`src/rtl/blgi_pkg.sv`:
```
// Shared codes and decode helpers for the boiler link gateway interceptor.
// No dependencies; imported by boiler_link_gateway_interceptor.
package blgi_pkg;

  // Item function codes
  localparam logic [2:0] FUNC_REQ      = 3'd0;
  localparam logic [2:0] FUNC_RSP      = 3'd1;
  localparam logic [2:0] FUNC_REQ_TMO  = 3'd2;
  localparam logic [2:0] FUNC_RSP_TMO  = 3'd3;
  localparam logic [2:0] FUNC_READ     = 3'd4;
  localparam logic [2:0] FUNC_CLEAR    = 3'd5;

  // Data identifiers
  localparam logic [7:0] ID_STATUS       = 8'd0;
  localparam logic [7:0] ID_HEAT_SET     = 8'd1;
  localparam logic [7:0] ID_WATER_SET    = 8'd56;
  localparam logic [7:0] ID_ROOM_TEMP    = 8'd24;
  localparam logic [7:0] ID_MODULATION   = 8'd17;
  localparam logic [7:0] ID_FLOW_TEMP    = 8'd25;
  localparam logic [7:0] ID_TAP_TEMP     = 8'd26;
  localparam logic [7:0] ID_OUTDOOR_TEMP = 8'd27;

  // Shadow index, also change flag bit position
  localparam logic [7:0] SH_HEAT_EN    = 8'd0;
  localparam logic [7:0] SH_WATER_EN   = 8'd1;
  localparam logic [7:0] SH_HEAT_SET   = 8'd2;
  localparam logic [7:0] SH_WATER_SET  = 8'd3;
  localparam logic [7:0] SH_ROOM_TEMP  = 8'd4;
  localparam logic [7:0] SH_THERM_LIVE = 8'd5;
  localparam logic [7:0] SH_FAULT      = 8'd6;
  localparam logic [7:0] SH_HEAT_ON    = 8'd7;
  localparam logic [7:0] SH_WATER_ON   = 8'd8;
  localparam logic [7:0] SH_FLAME_ON   = 8'd9;
  localparam logic [7:0] SH_MODULATION = 8'd10;
  localparam logic [7:0] SH_FLOW_TEMP  = 8'd11;
  localparam logic [7:0] SH_TAP_TEMP   = 8'd12;
  localparam logic [7:0] SH_OUTDOOR    = 8'd13;
  localparam logic [7:0] SH_BOIL_LIVE  = 8'd14;

  localparam int FLAG_W = 15;

  // Word memory slots
  localparam logic [2:0] WS_HEAT_SET   = 3'd0;
  localparam logic [2:0] WS_WATER_SET  = 3'd1;
  localparam logic [2:0] WS_ROOM_TEMP  = 3'd2;
  localparam logic [2:0] WS_MODULATION = 3'd3;
  localparam logic [2:0] WS_FLOW_TEMP  = 3'd4;
  localparam logic [2:0] WS_TAP_TEMP   = 3'd5;
  localparam logic [2:0] WS_OUTDOOR    = 3'd6;
  localparam int         WS_DEPTH      = 8;

  // Single-bit shadow positions in the bit register
  localparam logic [2:0] BS_HEAT_EN    = 3'd0;
  localparam logic [2:0] BS_WATER_EN   = 3'd1;
  localparam logic [2:0] BS_THERM_LIVE = 3'd2;
  localparam logic [2:0] BS_FAULT      = 3'd3;
  localparam logic [2:0] BS_HEAT_ON    = 3'd4;
  localparam logic [2:0] BS_WATER_ON   = 3'd5;
  localparam logic [2:0] BS_FLAME_ON   = 3'd6;
  localparam logic [2:0] BS_BOIL_LIVE  = 3'd7;

  // Configuration register indexes
  localparam logic [2:0] REG_RELAY_MODE     = 3'd0;
  localparam logic [2:0] REG_HEAT_OVR       = 3'd1;
  localparam logic [2:0] REG_WATER_OVR      = 3'd2;
  localparam logic [2:0] REG_FORCED_HEAT_EN = 3'd3;
  localparam logic [2:0] REG_FORCED_WATER_EN = 3'd4;
  localparam logic [2:0] REG_FORCED_HEAT_SP = 3'd5;
  localparam logic [2:0] REG_FORCED_WATER_SP = 3'd6;

  typedef struct packed {
    logic       hit;
    logic [2:0] slot;
  } slot_t;

  // Which word memory slot an item touches, if any
  function automatic slot_t word_slot(input logic [2:0] func, input logic [7:0] id);
    slot_t s;
    s.hit  = 1'b1;
    s.slot = WS_HEAT_SET;
    if (func == FUNC_REQ) begin
      if (id == ID_HEAT_SET)       s.slot = WS_HEAT_SET;
      else if (id == ID_WATER_SET) s.slot = WS_WATER_SET;
      else if (id == ID_ROOM_TEMP) s.slot = WS_ROOM_TEMP;
      else                         s.hit  = 1'b0;
    end else if (func == FUNC_RSP) begin
      if (id == ID_MODULATION)        s.slot = WS_MODULATION;
      else if (id == ID_FLOW_TEMP)    s.slot = WS_FLOW_TEMP;
      else if (id == ID_TAP_TEMP)     s.slot = WS_TAP_TEMP;
      else if (id == ID_OUTDOOR_TEMP) s.slot = WS_OUTDOOR;
      else                            s.hit  = 1'b0;
    end else if (func == FUNC_READ) begin
      if (id == SH_HEAT_SET)        s.slot = WS_HEAT_SET;
      else if (id == SH_WATER_SET)  s.slot = WS_WATER_SET;
      else if (id == SH_ROOM_TEMP)  s.slot = WS_ROOM_TEMP;
      else if (id == SH_MODULATION) s.slot = WS_MODULATION;
      else if (id == SH_FLOW_TEMP)  s.slot = WS_FLOW_TEMP;
      else if (id == SH_TAP_TEMP)   s.slot = WS_TAP_TEMP;
      else if (id == SH_OUTDOOR)    s.slot = WS_OUTDOOR;
      else                          s.hit  = 1'b0;
    end else begin
      s.hit = 1'b0;
    end
    return s;
  endfunction

  // Change flag bit owned by a word slot
  function automatic logic [3:0] slot_flag(input logic [2:0] slot);
    logic [3:0] f;
    case (slot)
      WS_HEAT_SET:   f = SH_HEAT_SET[3:0];
      WS_WATER_SET:  f = SH_WATER_SET[3:0];
      WS_ROOM_TEMP:  f = SH_ROOM_TEMP[3:0];
      WS_MODULATION: f = SH_MODULATION[3:0];
      WS_FLOW_TEMP:  f = SH_FLOW_TEMP[3:0];
      WS_TAP_TEMP:   f = SH_TAP_TEMP[3:0];
      WS_OUTDOOR:    f = SH_OUTDOOR[3:0];
      default:       f = SH_HEAT_SET[3:0];
    endcase
    return f;
  endfunction

endpackage

```
`src/rtl/boiler_link_gateway_interceptor.sv`:
```
// Boiler link gateway interceptor: frame rewrite, shadow capture and link health.
// Depends on blgi_pkg.
//
// Takes one item per clock unless the output stalls and returns one result per
// item via the second stage and the output register. Word shadows (setpoints
// and temperatures) live in an 8 x 16 synchronous memory read at acceptance
// and written back from the second stage; a write-to-read forward covers an
// item that touches the slot written by the item just ahead of it. Single-bit
// shadows, miss counters and change flags are flip-flops. Memory entries that
// were never written read as zero through per-slot valid bits, so no clearing
// pass follows reset. Configuration registers sit on an APB port at 4*index.
module boiler_link_gateway_interceptor
  import blgi_pkg::*;
(
  input  logic        clk_i,
  input  logic        rst_ni,
  // configuration
  input  logic        psel,
  input  logic        penable,
  input  logic        pwrite,
  input  logic [4:0]  paddr,
  input  logic [31:0] pwdata,
  output logic [31:0] prdata,
  output logic        pready,
  // input items
  input  logic        in_valid_i,
  output logic        in_stall_o,
  input  logic [2:0]  func_i,
  input  logic [2:0]  frame_type_i,
  input  logic [7:0]  frame_id_i,
  input  logic [7:0]  value_high_i,
  input  logic [7:0]  value_low_i,
  // result items
  output logic        out_valid_o,
  input  logic        out_stall_i,
  output logic        send_valid_o,
  output logic        send_to_thermostat_o,
  output logic [2:0]  send_type_o,
  output logic [7:0]  send_id_o,
  output logic [7:0]  send_high_o,
  output logic [7:0]  send_low_o,
  output logic [15:0] read_value_o,
  output logic [14:0] changed_mask_o,
  output logic        thermostat_online_o,
  output logic        boiler_online_o
);

  // ---------------- configuration ----------------
  logic        relay_mode_q, heat_ovr_q, water_ovr_q, forced_heat_en_q, forced_water_en_q;
  logic [15:0] forced_heat_sp_q, forced_water_sp_q;
  logic        cfg_wr;

  assign pready = 1'b1;
  assign cfg_wr = psel && penable && pwrite && pready;

  always_ff @(posedge clk_i or negedge rst_ni) begin
    if (!rst_ni) begin
      relay_mode_q      <= 1'b0;
      heat_ovr_q        <= 1'b0;
      water_ovr_q       <= 1'b0;
      forced_heat_en_q  <= 1'b0;
      forced_water_en_q <= 1'b0;
      forced_heat_sp_q  <= '0;
      forced_water_sp_q <= '0;
    end else if (cfg_wr) begin
      case (paddr[4:2])
        REG_RELAY_MODE:      relay_mode_q      <= pwdata[0];
        REG_HEAT_OVR:        heat_ovr_q        <= pwdata[0];
        REG_WATER_OVR:       water_ovr_q       <= pwdata[0];
        REG_FORCED_HEAT_EN:  forced_heat_en_q  <= pwdata[0];
        REG_FORCED_WATER_EN: forced_water_en_q <= pwdata[0];
        REG_FORCED_HEAT_SP:  forced_heat_sp_q  <= pwdata[15:0];
        REG_FORCED_WATER_SP: forced_water_sp_q <= pwdata[15:0];
        default: ;
      endcase
    end
  end

  always_comb begin
    case (paddr[4:2])
      REG_RELAY_MODE:      prdata = {31'd0, relay_mode_q};
      REG_HEAT_OVR:        prdata = {31'd0, heat_ovr_q};
      REG_WATER_OVR:       prdata = {31'd0, water_ovr_q};
      REG_FORCED_HEAT_EN:  prdata = {31'd0, forced_heat_en_q};
      REG_FORCED_WATER_EN: prdata = {31'd0, forced_water_en_q};
      REG_FORCED_HEAT_SP:  prdata = {16'd0, forced_heat_sp_q};
      REG_FORCED_WATER_SP: prdata = {16'd0, forced_water_sp_q};
      default:             prdata = '0;
    endcase
  end

  // ---------------- stage 0: accept and memory read ----------------
  logic        accept;
  logic        s1_valid_q, s1_fire, out_hold;
  logic [2:0]  s1_func_q, s1_type_q;
  logic [7:0]  s1_id_q, s1_hi_q, s1_lo_q;
  slot_t       in_slot, s1_slot_q;
  logic [15:0] word_mem_q [WS_DEPTH];
  logic [WS_DEPTH-1:0] word_vld_q;
  logic [15:0] rdata_q;
  logic        fwd_hit_q;
  logic [15:0] fwd_data_q;
  logic        wr_en;
  logic [15:0] s1_word;

  assign out_hold   = out_valid_o && out_stall_i;
  assign in_stall_o = s1_valid_q && out_hold;
  assign accept     = in_valid_i && !in_stall_o;
  assign s1_fire    = s1_valid_q && !out_hold;
  assign in_slot    = word_slot(func_i, frame_id_i);
  assign s1_word    = {s1_hi_q, s1_lo_q};

  always_ff @(posedge clk_i) begin
    if (accept) begin
      rdata_q   <= word_mem_q[in_slot.slot];
      s1_func_q <= func_i;
      s1_type_q <= frame_type_i;
      s1_id_q   <= frame_id_i;
      s1_hi_q   <= value_high_i;
      s1_lo_q   <= value_low_i;
      s1_slot_q <= in_slot;
      fwd_data_q <= s1_word;
    end
    if (s1_fire && wr_en) begin
      word_mem_q[s1_slot_q.slot] <= s1_word;
    end
  end

  always_ff @(posedge clk_i or negedge rst_ni) begin
    if (!rst_ni) begin
      s1_valid_q <= 1'b0;
      fwd_hit_q  <= 1'b0;
      word_vld_q <= '0;
    end else begin
      if (accept)       s1_valid_q <= 1'b1;
      else if (s1_fire) s1_valid_q <= 1'b0;
      // new item reads a slot that is being written at this same edge
      if (accept) begin
        fwd_hit_q <= s1_fire && wr_en && in_slot.hit && s1_slot_q.hit &&
                     (in_slot.slot == s1_slot_q.slot);
      end else if (s1_fire) begin
        fwd_hit_q <= 1'b0;
      end
      if (s1_fire && wr_en) word_vld_q[s1_slot_q.slot] <= 1'b1;
    end
  end

  // ---------------- stage 1: modify, write back, form result ----------------
  logic [7:0]        bits_q, bits_d;
  logic [1:0]        tmiss_q, tmiss_d, bmiss_q, bmiss_d;
  logic [FLAG_W-1:0] flags_q, flags_d;
  logic [15:0]       old_word, rd_val;
  logic              sv, sto;
  logic [7:0]        sh, sl;

  always_comb begin
    if (fwd_hit_q)                          old_word = fwd_data_q;
    else if (word_vld_q[s1_slot_q.slot])    old_word = rdata_q;
    else                                    old_word = '0;
  end

  always_comb begin
    bits_d  = bits_q;
    tmiss_d = tmiss_q;
    bmiss_d = bmiss_q;
    flags_d = flags_q;
    wr_en   = 1'b0;
    sv      = 1'b0;
    sto     = 1'b0;
    sh      = s1_hi_q;
    sl      = s1_lo_q;
    rd_val  = '0;
    case (s1_func_q)
      FUNC_REQ: begin
        sv = 1'b1;
        if (s1_id_q == ID_STATUS) begin
          if (heat_ovr_q) begin
            sh[0] = forced_heat_en_q;
          end else if (bits_d[BS_HEAT_EN] != s1_hi_q[0]) begin
            bits_d[BS_HEAT_EN]      = s1_hi_q[0];
            flags_d[SH_HEAT_EN[3:0]] = 1'b1;
          end
          if (water_ovr_q) begin
            sh[1] = forced_water_en_q;
          end else if (bits_d[BS_WATER_EN] != s1_hi_q[1]) begin
            bits_d[BS_WATER_EN]       = s1_hi_q[1];
            flags_d[SH_WATER_EN[3:0]] = 1'b1;
          end
        end else if (s1_id_q == ID_HEAT_SET && heat_ovr_q) begin
          sh = forced_heat_sp_q[15:8];
          sl = forced_heat_sp_q[7:0];
        end else if (s1_id_q == ID_WATER_SET && water_ovr_q) begin
          sh = forced_water_sp_q[15:8];
          sl = forced_water_sp_q[7:0];
        end else if (s1_slot_q.hit) begin
          wr_en = 1'b1;
        end
        if (!bits_d[BS_THERM_LIVE]) begin
          bits_d[BS_THERM_LIVE]       = 1'b1;
          flags_d[SH_THERM_LIVE[3:0]] = 1'b1;
        end
        tmiss_d = '0;
      end
      FUNC_RSP: begin
        if (s1_id_q == ID_STATUS) begin
          if (bits_d[BS_FAULT] != s1_lo_q[0]) begin
            bits_d[BS_FAULT]       = s1_lo_q[0];
            flags_d[SH_FAULT[3:0]] = 1'b1;
          end
          if (bits_d[BS_HEAT_ON] != s1_lo_q[1]) begin
            bits_d[BS_HEAT_ON]       = s1_lo_q[1];
            flags_d[SH_HEAT_ON[3:0]] = 1'b1;
          end
          if (bits_d[BS_WATER_ON] != s1_lo_q[2]) begin
            bits_d[BS_WATER_ON]       = s1_lo_q[2];
            flags_d[SH_WATER_ON[3:0]] = 1'b1;
          end
          if (bits_d[BS_FLAME_ON] != s1_lo_q[3]) begin
            bits_d[BS_FLAME_ON]       = s1_lo_q[3];
            flags_d[SH_FLAME_ON[3:0]] = 1'b1;
          end
        end else if (s1_slot_q.hit) begin
          wr_en = 1'b1;
        end
        if (!bits_d[BS_BOIL_LIVE]) begin
          bits_d[BS_BOIL_LIVE]       = 1'b1;
          flags_d[SH_BOIL_LIVE[3:0]] = 1'b1;
        end
        bmiss_d = '0;
        sv      = !relay_mode_q;
        sto     = !relay_mode_q;
      end
      FUNC_REQ_TMO: begin
        if (tmiss_q > 2'd1 && bits_d[BS_THERM_LIVE]) begin
          bits_d[BS_THERM_LIVE]       = 1'b0;
          flags_d[SH_THERM_LIVE[3:0]] = 1'b1;
        end
        if (tmiss_q != 2'd3) tmiss_d = tmiss_q + 2'd1;
      end
      FUNC_RSP_TMO: begin
        if (bmiss_q > 2'd1 && bits_d[BS_BOIL_LIVE]) begin
          bits_d[BS_BOIL_LIVE]       = 1'b0;
          flags_d[SH_BOIL_LIVE[3:0]] = 1'b1;
        end
        if (bmiss_q != 2'd3) bmiss_d = bmiss_q + 2'd1;
      end
      FUNC_READ: begin
        if (s1_slot_q.hit) begin
          rd_val = old_word;
        end else begin
          case (s1_id_q)
            SH_HEAT_EN:    rd_val = {15'd0, bits_q[BS_HEAT_EN]};
            SH_WATER_EN:   rd_val = {15'd0, bits_q[BS_WATER_EN]};
            SH_THERM_LIVE: rd_val = {15'd0, bits_q[BS_THERM_LIVE]};
            SH_FAULT:      rd_val = {15'd0, bits_q[BS_FAULT]};
            SH_HEAT_ON:    rd_val = {15'd0, bits_q[BS_HEAT_ON]};
            SH_WATER_ON:   rd_val = {15'd0, bits_q[BS_WATER_ON]};
            SH_FLAME_ON:   rd_val = {15'd0, bits_q[BS_FLAME_ON]};
            SH_BOIL_LIVE:  rd_val = {15'd0, bits_q[BS_BOIL_LIVE]};
            default:       rd_val = '0;
          endcase
        end
      end
      FUNC_CLEAR: begin
        flags_d = flags_q & ~s1_word[FLAG_W-1:0];
      end
      default: ;
    endcase
    // word capture: flag only on a real change
    if (wr_en && (s1_word != old_word)) flags_d[slot_flag(s1_slot_q.slot)] = 1'b1;
  end

  always_ff @(posedge clk_i or negedge rst_ni) begin
    if (!rst_ni) begin
      bits_q  <= '0;
      tmiss_q <= '0;
      bmiss_q <= '0;
      flags_q <= '0;
    end else if (s1_fire) begin
      bits_q  <= bits_d;
      tmiss_q <= tmiss_d;
      bmiss_q <= bmiss_d;
      flags_q <= flags_d;
    end
  end

  // ---------------- output register ----------------
  always_ff @(posedge clk_i or negedge rst_ni) begin
    if (!rst_ni) begin
      out_valid_o <= 1'b0;
    end else if (s1_fire) begin
      out_valid_o <= 1'b1;
    end else if (!out_stall_i) begin
      out_valid_o <= 1'b0;
    end
  end

  always_ff @(posedge clk_i) begin
    if (s1_fire) begin
      send_valid_o         <= sv;
      send_to_thermostat_o <= sv && sto;
      send_type_o          <= sv ? s1_type_q : 3'd0;
      send_id_o            <= sv ? s1_id_q : 8'd0;
      send_high_o          <= sv ? sh : 8'd0;
      send_low_o           <= sv ? sl : 8'd0;
      read_value_o         <= rd_val;
      changed_mask_o       <= flags_d;
      thermostat_online_o  <= bits_d[BS_THERM_LIVE];
      boiler_online_o      <= bits_d[BS_BOIL_LIVE];
    end
  end

  // ---------------- assertions ----------------
  a_stall_needs_item: assert property (@(posedge clk_i) disable iff (!rst_ni)
    in_stall_o |-> s1_valid_q)
    else $error("input stalled with no item in flight");

  a_fwd_needs_item: assert property (@(posedge clk_i) disable iff (!rst_ni)
    fwd_hit_q |-> s1_valid_q)
    else $error("forward marked with no item in flight");

  a_req_sets_online: assert property (@(posedge clk_i) disable iff (!rst_ni)
    (out_valid_o && send_valid_o && !send_to_thermostat_o) |-> thermostat_online_o)
    else $error("forwarded request without thermostat online");

  a_rsp_sets_online: assert property (@(posedge clk_i) disable iff (!rst_ni)
    (out_valid_o && send_valid_o && send_to_thermostat_o) |-> boiler_online_o)
    else $error("forwarded response without boiler online");

endmodule
```
`config.mk`:
```
export PLATFORM = sky130hd
export DESIGN_NAME = boiler_link_gateway_interceptor
export DESIGN_NICKNAME = d
export VERILOG_FILES = /design/src/rtl/blgi_pkg.sv /design/src/rtl/boiler_link_gateway_interceptor.sv
export SDC_FILE = /design/constraint.sdc
export NUM_CORES = 1
export LEC_CHECK = 0
export ABC_AREA = 1
export BUFFER_PORTS_ARGS = -buffer_cell sky130_fd_sc_hd__buf_2
export CAP_MARGIN = 30
export CORE_MARGIN = 3
export CORE_UTILIZATION = 30
export DETAILED_ROUTE_END_ITERATION = 6
export GPL_TIMING_DRIVEN = 0
export MAX_ROUTING_LAYER = met4
export SYNTH_ARGS = -nofsm -noshare
export SYNTH_HDL_FRONTEND = slang
export SYNTH_SLANG_ARGS = --single-unit
export TNS_END_PERCENT = 50
```
`constraint.sdc`:
```
create_clock -name clk_i -period 3.1 [get_ports clk_i]
set_input_delay 0.62 -clock clk_i [delete_from_list [all_inputs] [get_ports clk_i]]
set_output_delay 0.62 -clock clk_i [all_outputs]
set_load 0.01 [all_outputs]
```
==> impl_metrics.toml <==
[run]
drv_cap = 0

[clocking]
clockRootBuffer = "clkbuf_16"
htree_num_levels = 2
cts_made_buffers = 37
cts_tree = "yes"
clock_path_buffers = 3
insertion_delay_ns = 0.53
cts_sinks = 331
path_clk_slew_ns = 0.06

[worst_setup_path]
path_buf_inv = 5
critical_path.top_delay_family = "simple AND/OR/NAND/NOR gates"
end_kind = "flop"
critPathMaxStageDelay_ns = 0.34
crit_type = "flop to flop"
crit_chain = "inv_1, nand4_1, nor2_2, inv_1, nand2_1, o22ai_1, nand2_1, nor2_1, inv_1, buf_2, nor2_2, buf_4"
cp-start-kind = "flop"
crit_slowest_cell = "edfxtp_1"
cp.arrival_ns = 3.21
path_common_cell = "inv_1"
crit_required_ns = 3.33
crit_fanout = 12

[route]
wire_per_inst_um = 17.2
dr.pass1.iters = 7
routed_wirelength_mm = 39.1
drcViolationCount = 0
via_count = 11000
drt_iter0_drc = 903
antenna_left = 0
viasPerCell = 4.83

[timing]
period_needed_ns = 2.98
layout_setup_ws_ns = 0.119
setup_tns_ns = 0
max_freq_ghz = 0.336
finalHoldViolCount = 0
drv_slew = 0
finalSetupViolations = 0
worst_pin_slew_ns = 0.911
finalCritPeriodShare = 0.961
whs_ns = 0.260
slew_headroom = 0.393
rsz0062_at_grt = "true"
skew_ns = 0.00925

[die]
initial_core_util = 0.305
dieArea_mm2 = 0.0514
rows = 80
core_area_mm2 = 0.0479
ios = 171
die_w_um = 227
die_h_um = 227

[final_layout]
syn_to_final_growth_pct = 21.0
fin_cells = 2272
n_antenna_cell = 0
seq_area_mm2 = 0.00956
finalNetCount = 1704
stdcell_area_mm2 = 0.0177
multi_input_area_mm2 = 0.00399
drive_above_1_share = 0.179
final_util = 0.369
nFillCells = 4675

[yosys]
syn_area_per_cell_um2 = 10.2
synth.distinct_cells = 42
synthTopCellsByCount = "nand2_1, edfxtp_1, inv_1, o21ai_0, nor2_1"
yosysMostFrequentCell = "nand2_1"
synth_cells = 1431
synthTopCellsByArea = "edfxtp_1, dfrtp_1, nand2_1, inv_1, o21ai_0"
synth_top_cell_by_area = "edfxtp_1"
synth_enable_flop_cells = 256
ys.flop_type = "edfxtp_1"
syn_area_mm2 = 0.0146
synth_top_area_share = 0.526
yosys_warnings = 0
ys_seq_area_frac = 0.654
ys_seq_elements = 331
async_flop_share = 0.227

[placed_design]
port_buffers = 134
hpwl_mm = 28.3
placed_area_mm2 = 0.0162
dp_worst_setup_slack_ns = -0.803
place_inst = 2202
gp_congestion = 0.864

[grt]
grt_pass1_vias = 10800
grt.met3_usage = 0.0230
track_usage = 0.156
grt_max_degree = 70
gr-total-overflow = 0
grt_pass1_wl_mm = 60.5
met2_usage = 0.244
antenna_found_initial = 1
grt_use_met1 = 0.213
busiest_layer = "met2"

[pwr]
p_total_mw = 11.6
power_density_mw_per_mm2 = 655
leakagePower_nw = 7.52
ir_worst_vdd_mv = 0.424

[hold_path]
timing.hold.worst.class = "input port to flop"

[status]
outcome = "complete, no violations"
-- layer usage --
layer  vias to the layer above  wire length (µm)
li1                       5203                 -
met1                      5322             17500
met2                       399             18300
met3                        59              2530
met4                         0               865
met5                         -                 0
-- cells in the final DEF (no fill, tap or decap), types with 12 or more instances in the layout --
cell       synthesis  layout
o211ai_1          22      22
nor2_2             8      13
a21oi_1           61      61
nand2_2           11      12
buf_2             16     148
nand3_1           76      76
a31oi_1           13      13
conb_1             2      17
dfrtp_1           75      75
clkbuf_1          24      25
inv_1            203     202
nor3_1            18      17
edfxtp_1         256     256
nor2_1           125     115
o22ai_1           20      20
buf_4             21      27
a211oi_1          12      12
clkbuf_16          0      37
nand2_1          276     275
o21ai_0          129     129
-- cell type report --
type,count,area share
inverters,217,0.0462
repair buffers,143,0.0454
plain buffers,65,0.0214
clock buffers,38,0.0525
well taps,615,0.0435
flip-flops and latches,331,0.540
clock inverters,30,0.0254
multi-input cells,833,0.225
-- sequential cells by signal, summed over array words and instances (netlist names), 15 cells and up --
name / flops
forced_water_sp_q: 16
flags_q: 15
read_value_o: 16
forced_heat_sp_q: 16
rdata_q: 16
changed_mask_o: 15
fwd_data_q: 16
word_mem_q: 128
-- path summary, 6_finish.rpt --
check / cells past startpoint / start / end / slack (ns)
worst max-delay path: 12 / s1_id_q[4] / word_mem_q[3][0] / 0.12
worst min-delay path: 1 / frame_type_i[2] / s1_type_q[2] / 0.26
worst max register to register: 12 / s1_id_q[4] / word_mem_q[3][0] / 0.12
worst min register to register: 2 / word_vld_q[1] / word_vld_q[1] / 0.46
max in group asynchronous: 3 / rst_ni / tmiss_q[1] / 1.95
min in group asynchronous: 2 / rst_ni / forced_heat_sp_q[11] / 0.55
-- timing repair --
action                                  in CTS  in global routing
resized for setup                            9                  5
gates cloned                                 0                  0
hold endpoints to repair                    14                  0
hold buffers                                 1                  0
endpoints found under the setup margin     112                109
buffers inserted                             0                  1
-- logic make-up (layout without fill, tap and decap cells) --
group | count (synthesis) | count (layout) | synth area share
fa+ha+maj | 2 | 2 | 0.00171
buf+inv | 282 | 493 | 0.0814
flops | 331 | 331 | 0.654
xor+xnor | 7 | 7 | 0.00419
compound gates | 282 | 282 | 0.109
simple gates | 525 | 525 | 0.149
other cells | 2 | 17 | 0.000513
-- where the power goes --
part / switching [mW] / internal [mW]
clock network: 1.82 / 3.12
logic: 0.817 / 0.399
registers: 0.220 / 5.20
total: 2.86 / 8.72
(Power assumes the default switching activity.)
